<file path="config.mk">
export PLATFORM = sky130hd
export DESIGN_NAME = enms_out_fifo
export DESIGN_NICKNAME = d
export VERILOG_FILES = /design/src/design/enms_pkg.sv /design/src/design/enms_out_fifo.sv
export SDC_FILE = /design/constraint.sdc
export NUM_CORES = 1
export LEC_CHECK = 0
export BUFFER_PORTS_ARGS = -buffer_cell sky130_fd_sc_hd__clkbuf_2
export CORE_MARGIN = 5
export CORE_UTILIZATION = 59
export DETAILED_ROUTE_END_ITERATION = 7
export PLACE_DENSITY_LB_ADDON = 0.25
export SYNTH_ARGS = -nofsm -noshare
export SYNTH_HDL_FRONTEND = slang
export SYNTH_SLANG_ARGS = --single-unit
</file>
<file path="constraint.sdc">
create_clock -name clk_i -period 6.9 [get_ports clk_i]
set_input_delay 0.69 -clock clk_i [delete_from_list [all_inputs] [get_ports clk_i]]
set_output_delay 0.69 -clock clk_i [all_outputs]
set_load 0.02 [all_outputs]
</file>
<file path="src/design/enms_pkg.sv">
`timescale 1ns / 1ps
`default_nettype none

package enms_pkg;

  // Line buffer depth and the fixed field widths.
  localparam int unsigned MaxWidth   = 1024;
  localparam int unsigned LineAw     = $clog2(MaxWidth);
  localparam int unsigned MagW       = 8;
  localparam int unsigned CodeW      = 8;
  localparam int unsigned ColW       = 10;
  localparam int unsigned RowW       = 12;
  localparam int unsigned CfgWidthW  = 11;
  localparam int unsigned CfgHeightW = 12;
  localparam int unsigned CfgDataW   = 12;
  localparam int unsigned CfgIdxW    = 1;
  localparam int unsigned OutDepth   = 3;
  localparam int unsigned OutPtrW    = $clog2(OutDepth);
  localparam int unsigned OutCntW    = $clog2(OutDepth + 1);

  localparam logic [CfgWidthW-1:0]  WidthReset  = CfgWidthW'(640);
  localparam logic [CfgHeightW-1:0] HeightReset = CfgHeightW'(480);

  // Direction codes as they arrive on the input.
  localparam logic [CodeW-1:0] CodeDeg0   = CodeW'(0);
  localparam logic [CodeW-1:0] CodeDeg45  = CodeW'(45);
  localparam logic [CodeW-1:0] CodeDeg90  = CodeW'(90);
  localparam logic [CodeW-1:0] CodeDeg135 = CodeW'(135);

  typedef enum logic [CfgIdxW-1:0] {
    CFG_IMAGE_WIDTH  = 1'b0,
    CFG_IMAGE_HEIGHT = 1'b1
  } cfg_reg_e;

  // Compact direction class kept in the line buffer.
  typedef enum logic [2:0] {
    DIR_VERT    = 3'd0,
    DIR_HORZ    = 3'd1,
    DIR_DIAG45  = 3'd2,
    DIR_DIAG135 = 3'd3,
    DIR_NONE    = 3'd4
  } dir_class_e;

  typedef struct packed {
    logic [MagW-1:0] upper;
    logic [MagW-1:0] middle;
    dir_class_e      dir;
  } line_word_t;

  typedef struct packed {
    logic [MagW-1:0] value;
    logic [RowW-1:0] row;
    logic [ColW-1:0] col;
    logic            last;
  } result_t;

  function automatic dir_class_e dir_class(input logic [CodeW-1:0] code);
    dir_class_e cls;
    case (code)
      CodeDeg0:   cls = DIR_VERT;
      CodeDeg90:  cls = DIR_HORZ;
      CodeDeg45:  cls = DIR_DIAG45;
      CodeDeg135: cls = DIR_DIAG135;
      default:    cls = DIR_NONE;
    endcase
    return cls;
  endfunction

endpackage

`default_nettype wire

</file>
<file path="src/design/enms_out_fifo.sv">
`timescale 1ns / 1ps
`default_nettype none

module enms_out_fifo (
  input  wire logic                          clk_i,
  input  wire logic                          rst_ni,
  input  wire logic                          push_i,
  input  wire enms_pkg::result_t             push_data_i,
  output      logic                          valid_o,
  input  wire logic                          ready_i,
  output      enms_pkg::result_t             data_o,
  output      logic [enms_pkg::OutCntW-1:0]  count_o
);
  import enms_pkg::*;

  result_t              entry_q [OutDepth];
  logic [OutPtrW-1:0]   wr_ptr_q;
  logic [OutPtrW-1:0]   rd_ptr_q;
  logic [OutCntW-1:0]   count_q;
  logic                 pop;

  assign valid_o = (count_q != '0);
  assign pop     = valid_o && ready_i;
  assign data_o  = entry_q[rd_ptr_q];
  assign count_o = count_q;

  function automatic logic [OutPtrW-1:0] ptr_next(input logic [OutPtrW-1:0] ptr);
    return (ptr == OutPtrW'(OutDepth - 1)) ? '0 : ptr + 1'b1;
  endfunction

  always_ff @(posedge clk_i or negedge rst_ni) begin
    if (!rst_ni) begin
      wr_ptr_q <= '0;
      rd_ptr_q <= '0;
      count_q  <= '0;
    end else begin
      if (push_i) begin
        wr_ptr_q <= ptr_next(wr_ptr_q);
      end
      if (pop) begin
        rd_ptr_q <= ptr_next(rd_ptr_q);
      end
      if (push_i && !pop) begin
        count_q <= count_q + 1'b1;
      end else if (pop && !push_i) begin
        count_q <= count_q - 1'b1;
      end
    end
  end

  always_ff @(posedge clk_i) begin
    if (push_i) begin
      entry_q[wr_ptr_q] <= push_data_i;
    end
  end

endmodule

`default_nettype wire

</file>
==> flow_summary.yaml, run 1 <==
timing:
  max-slew-margin-rel: 0.240
  hold_viol_final: 0
  fin_skew_ns: 0.00787
  fin_ws_ns: 4.22
  hold_slack_ns: 0.157
  worstMarginPinSlew_ns: 1.13
  fmax_mhz: 373
  setup_viol: 0
  drv_slew: 0
  min_period_ns: 2.68
  tns_ns: 0
  grt_setup_unrepaired: "no"
  timing.final.crit_share: 0.389
yosys:
  yosysTopAreaCellShare: 0.743
  synth_area_leaders: "edfxtp_1 74%, mux2i_1 8.3%, o21ai_1 4.3%, dfrtp_1 4.0%, nand2_1 3.3%"
  synth_fa_ha_area_frac: 0.00333
  synth_mux_area_frac: 0.0826
  yosys_register_bits: 99
  synthCells: 222
  netlist_area_um2: 3760
  synth-compound-area-share: 0.0509
  synth_top_family_by_area: "multiplexers"
  synthTopCellsByCount: "93 x edfxtp_1, 33 x nand2_1, 32 x o21ai_1"
  synth_xor_area_frac: 0.00699
  synth_fp_nets: 258
  synth-main-ff-cell: "edfxtp_1"
  yosysMostFrequentCell: "edfxtp_1"
  yosysUniqueCellTypes: 21
  ys_seq_area_frac: 0.783
  synth_largest_area_cell: "edfxtp_1"
  syn_area_per_cell_um2: 16.9
  synth-simple-area-share: 0.0443
  ys_warn_count: 0
  async_flop_share: 0.0606
  synth-edff-count: 93
clocking:
  clk_pin_slew_ns: 0.08
  cts_tree: "done"
  cts.repair.resized: 0
  hold_buffers: 0
  insertion_delay_ns: 0.35
  cts_max_level: 3
  cts_buffers: 9
  post_cts_buffers: 0
  clock_path_buffers: 2
  clockRootBuffer: "clkbuf_8"
  clkSinkCount: 99
worst_setup_path:
  setup.worst_path.end_class: "output port"
  crit_required_ns: 6.21
  crit_type: "reg -> out"
  path_max_fanout: 34
  critPathArrivalTime_ns: 1.99
  start_kind: "flop"
global_route:
  grt_pass1_wl_um: 9660
  grt_max_degree: 66
  grt_use_total: 0.155
  grt_pass1_vias: 1954
  antenna_found_initial: 0
  grt.overflow.total: 0
final_layout:
  finalNetCount: 328
  drive_above_1_share: 0.306
  fill_cells: 434
  area_delta_synth_final_pct: 14.8
  insertedDiodeCount: 0
  stdcell_count: 374
placed_design:
  routabilityCongestion: 0.700
  io_buffer_count: 68
  placed_cells: 358
  dpl_worst_slack_ns: 4.30
  dp_hpwl_um: 3690
drt:
  wl_um: 5900
  vias: 1940
  drt_first_iter_violations: 103
  ant_nets: 0
  firstDrtPassIters: 4
  vias_per_cell: 5.19
  wl_per_cell_um: 15.8
  drc: 0
power_and_ir_drop:
  p_int_mw: 1.16
  pwr-share-seq: 0.500
  powerDensity_nw_per_um2: 420
  p_switching_mw: 0.659
  power_frac_clock: 0.192
  p_leak_nw: 1.63
  combinationalPowerShare: 0.308
  peakVddDrop_mv: 0.396
  switching_share: 0.363
flow_run:
  maxCapViolations: 0
floorplanning:
  num_rows: 29
  ios: 69
  core_area_um2: 6280
  die_area_um2: 8070
  start_util: 0.599
  chipWidth_um: 89.8
  die_h_um: 89.8
run_status:
  status: "completed"
min_path:
  hold_path.class: "in -> async"
routing by layer:
layer / track usage / up-vias / wire length (µm)
met3: 0.0643 / 5 / 418
met4: 0.0453 / 0 / 53
met1: 0.189 / 913 / 2420
met5: 0 / - / 0
li1: - / 968 / -
met2: 0.254 / 54 / 3000
state kept, by name (all words and copies together) (netlist names):
name / cells
entry_q: 93
count_o: 2
rd_ptr_q: 2
wr_ptr_q: 2
power groups by stage:
| stage | logic, mW | clock network, mW | registers [mW] |
|---|---|---|---|
| after floorplan | 0.501 | 0 | 0.827 |
| after global placement | 0.561 | 0 | 0.921 |
| after detailed placement | 0.570 | 0 | 0.923 |
| after CTS | 0.571 | 0.360 | 0.910 |
| after global routing | 0.610 | 0.389 | 0.929 |
| final | 0.559 | 0.349 | 0.907 |
final timing paths:
kind                       depth (start not counted)  slack (ns)                        to                    start
max                                                3        4.22                data_o[26]  rd_ptr_q[0]$_DFFE_PN0P_
min                                                1        0.16   wr_ptr_q[1]$_DFFE_PN0P_                   rst_ni
max reg2reg                                        2        4.77   entry_q[0][3]$_DFFE_PP_  wr_ptr_q[1]$_DFFE_PN0P_
min reg2reg                                        1        0.56    count_o[1]$_DFFE_PN0P_   count_o[1]$_DFFE_PN0P_
max in group asynchronous                          1        6.58   rd_ptr_q[1]$_DFFE_PN0P_                   rst_ni
min in group clk_i                                 1        0.54  entry_q[2][20]$_DFFE_PP_          push_data_i[20]
cells in the final DEF (no fill, tap or decap), types with 2 or more instances in the layout:
master and n:
clkinv_1 3, nor3_2 2, edfxtp_1 93, a21o_1 3
clkinv_4 2, mux2i_1 31, nand2_1 33, dfrtp_2 2
dfrtp_1 4, xor2_1 2, o21ai_1 32, clkbuf_2 68
buf_4 2, clkbuf_8 9
per-stage QoR:
stage / util / area (µm²) / total power, mW
3_3_place_gp: 0.657 / 4130 / 1.48
5_1_grt: 0.688 / 4320 / 1.93
3_5_place_dp: 0.657 / 4130 / 1.49
2_1_floorplan: - / 3760 / 1.33
4_1_cts: 0.688 / 4320 / 1.84
6_report: 0.688 / 4320 / 1.81
critical path: stages (launching register included):
cell and delay [ns]:
dfrtp_2 1.04, mux2i_1 0.33, o21ai_1 0.08, clkbuf_2 0.19
kinds of logic (layout without fill, tap and decap cells):
| family | Yosys count | after routing |
|---|---|---|
| compound gates | 36 | 36 |
| mux | 31 | 31 |
| fa+ha+maj | 1 | 1 |
| simple gates | 40 | 40 |
| buf+inv | 12 | 87 |
| xor+xnor | 3 | 3 |
| flops | 99 | 99 |
cell type report:
type	instances	area, µm²	share of cell area
tap	77	96.3	0.0223
clock inverter	7	67.6	0.0157
multi-input combinational	111	724	0.168
clock buffer	9	124	0.0287
sequential	99	2950	0.682
inverter	1	3.75	0.000870
timing repair buffer	70	355	0.0823
Power figures use the tool's default switching activity.
==> run 2, diff against run 1 <==
Settings changed: CORE_UTILIZATION 59 to 49.
Clock period 6.9 ns to 2.3 ns, I/O delays scaled along.
==> run 2 against run 1 <==
Compared with the run above: utilization down 11 points; die area is 18% higher; clock power grew to 2.8 times the previous value; final cell count up 8.3%; combinational power increased to 3.5 times the previous value; via count grew 1.6%; power rose to 3.0 times the previous value; global-route usage is 2.3 points lower; worst hold slack got worse by 0.078 ns; count of clock-buffer cells in the layout unchanged; sequential power rose to 2.8 times the previous value; critical path type unchanged.
==> flow_summary.yaml, run 2 (synthesis gave the netlist of run 1 again) <==
run_status:
  status: "completed"
worst_setup_path:
  rrSetupSlack_ns: 0.82
  crit_required_ns: 2.07
  start_kind: "flop"
  setup.worst_path.end_class: "output port"
  r2r_end: "entry_q[1][19]$_DFFE_PP_"
  crit_type: "reg -> out"
  critPathArrivalTime_ns: 1.88
  reg2reg_depth: 3
  r2r_start: "wr_ptr_q[0]$_DFFE_PN0P_"
  path_max_fanout: 21
drt:
  drt_first_iter_violations: 85
  drc: 0
  vias_per_cell: 4.87
  vias: 1972
  firstDrtPassIters: 4
  ant_nets: 0
  wl_per_cell_um: 14.8
  wl_um: 6000
final_layout:
  multi_input_area_um2: 737
  drive_above_1_share: 0.327
  insertedDiodeCount: 0
  finalNetCount: 334
  largest_reg_flops: 93
  regMostFlops: "entry_q"
  fill_cells: 622
  seqCellArea_um2: 2950
  area_delta_synth_final_pct: 17.2
  layout_common_cells: "93 x edfxtp_1, 68 x clkbuf_2, 33 x nand2_1"
  mostFrequentLayoutCell: "edfxtp_1"
power_and_ir_drop:
  powerDensity_nw_per_um2: 1240
  p_leak_nw: 1.65
  total_power_mw: 5.46
  peakVddDrop_mv: 0.689
floorplanning:
  num_rows: 32
  die_area_um2: 9520
  ios: 69
  chipWidth_um: 97.6
  core_area_um2: 7610
  die_h_um: 97.6
  start_util: 0.494
timing:
  max-slew-margin-rel: 0.608
  drv_slew: 0
  setup_viol: 0
  timing.final.crit_share: 0.919
  fin_skew_ns: 0.00730
  worstMarginPinSlew_ns: 0.588
  tns_ns: 0
  min_period_ns: 2.11
  fmax_mhz: 473
  grt_setup_unrepaired: "no"
  hold_viol_final: 0
placed_design:
  io_buffer_count: 68
  dp_hpwl_um: 3850
  routabilityCongestion: 0.684
min_path:
  hold_path_depth: 1
  hold_path.class: "in -> reg"
  min_to: "entry_q[2][2]$_DFFE_PP_"
  hold_path.startpoint: "push_data_i[2]"
global_route:
  grt_pass1_wl_um: 9670
  grt.overflow.total: 0
  grt_use_total: 0.132
  antenna_found_initial: 0
  grt_pass1_vias: 1976
  grt_max_degree: 48
clocking:
  clk_pin_slew_ns: 0.09
  cts_tree: "done"
  hold_buffers: 1
  cts.repair.resized: 0
  clkSinkCount: 99
  clock_path_buffers: 2
  cts_buffers: 9
  cts_max_level: 3
  post_cts_buffers: 0
  clockRootBuffer: "clkbuf_8"
  insertion_delay_ns: 0.35
flow_run:
  maxCapViolations: 0
## run 2: changes by cell type in the layout (fill, tap and decap cells not counted), sizes merged
cell | previous run | this run
buf | 2 | 7
clkinv | 5 | 3
clkinvlp | 0 | 2
bufinv | 1 | 0
dlygate4sd3 | 0 | 1
inv | 2 | 3
## run 2: layout make-up
cell class              count  share of cell area
flip-flops and latches     99               0.669
multi-input cells         111               0.167
repair buffers             76              0.0943
well taps                 102              0.0290
clock buffers               9              0.0281
clock inverters             7              0.0116
inverters                   1            0.000852
## run 2: worst max-delay path, cell delays in order (launching register included)
cell	delay (ns)
dfrtp_2	0.76
buf_4	0.29
mux2i_1	0.21
o21ai_1	0.10
clkbuf_2	0.17
## run 2: per-stage QoR
stage / setup slack (ns) / instances / instance area [µm²] / utilization / hold slack [ns]
CTS: 0.152 / 405 / 4400 / 0.579 / 0.0660
finish: 0.187 / 405 / 4400 / 0.579 / 0.0786
detailed placement: 0.547 / 388 / 4220 / 0.555 / 0.0657
floorplan: 0.0801 / 222 / 3770 / - / -0.0656
global placement: 0.567 / 388 / 4220 / 0.555 / 0.0695
global route: 0.0617 / 405 / 4400 / 0.579 / 0.0590
## run 2: worst max-delay path by stage
| stage | slack, ns | to | cells after the start | start |
|---|---|---|---|---|
| global route | 0.06 | data_o[8] | 4 | rd_ptr_q[0]$_DFFE_PN0P_ |
| finish | 0.19 | data_o[8] | 4 | rd_ptr_q[0]$_DFFE_PN0P_ |
| detailed placement | 0.55 | data_o[30] | 4 | rd_ptr_q[0]$_DFFE_PN0P_ |
| CTS | 0.15 | data_o[8] | 4 | rd_ptr_q[0]$_DFFE_PN0P_ |
| floorplan | 0.08 | entry_q[1][0]$_DFFE_PP_ | 2 | wr_ptr_q[0]$_DFFE_PN0P_ |
| global placement | 0.57 | data_o[30] | 4 | rd_ptr_q[0]$_DFFE_PN0P_ |
## run 2: power by group
part	switching, mW	internal, mW	leakage, nW
logic	1.22	0.702	0.638
registers	0.237	2.32	0.929
clock network	0.572	0.398	0.0860
total	2.03	3.42	1.65
## run 2: per-layer routing
metal / vias up / global-route usage / share of wire
li1: 980 / - / -
met1: 943 / 0.154 / 0.42
met2: 43 / 0.230 / 0.51
met3: 6 / 0.0409 / 0.050
met4: 0 / 0.0479 / 0.013
met5: - / 0 / 0
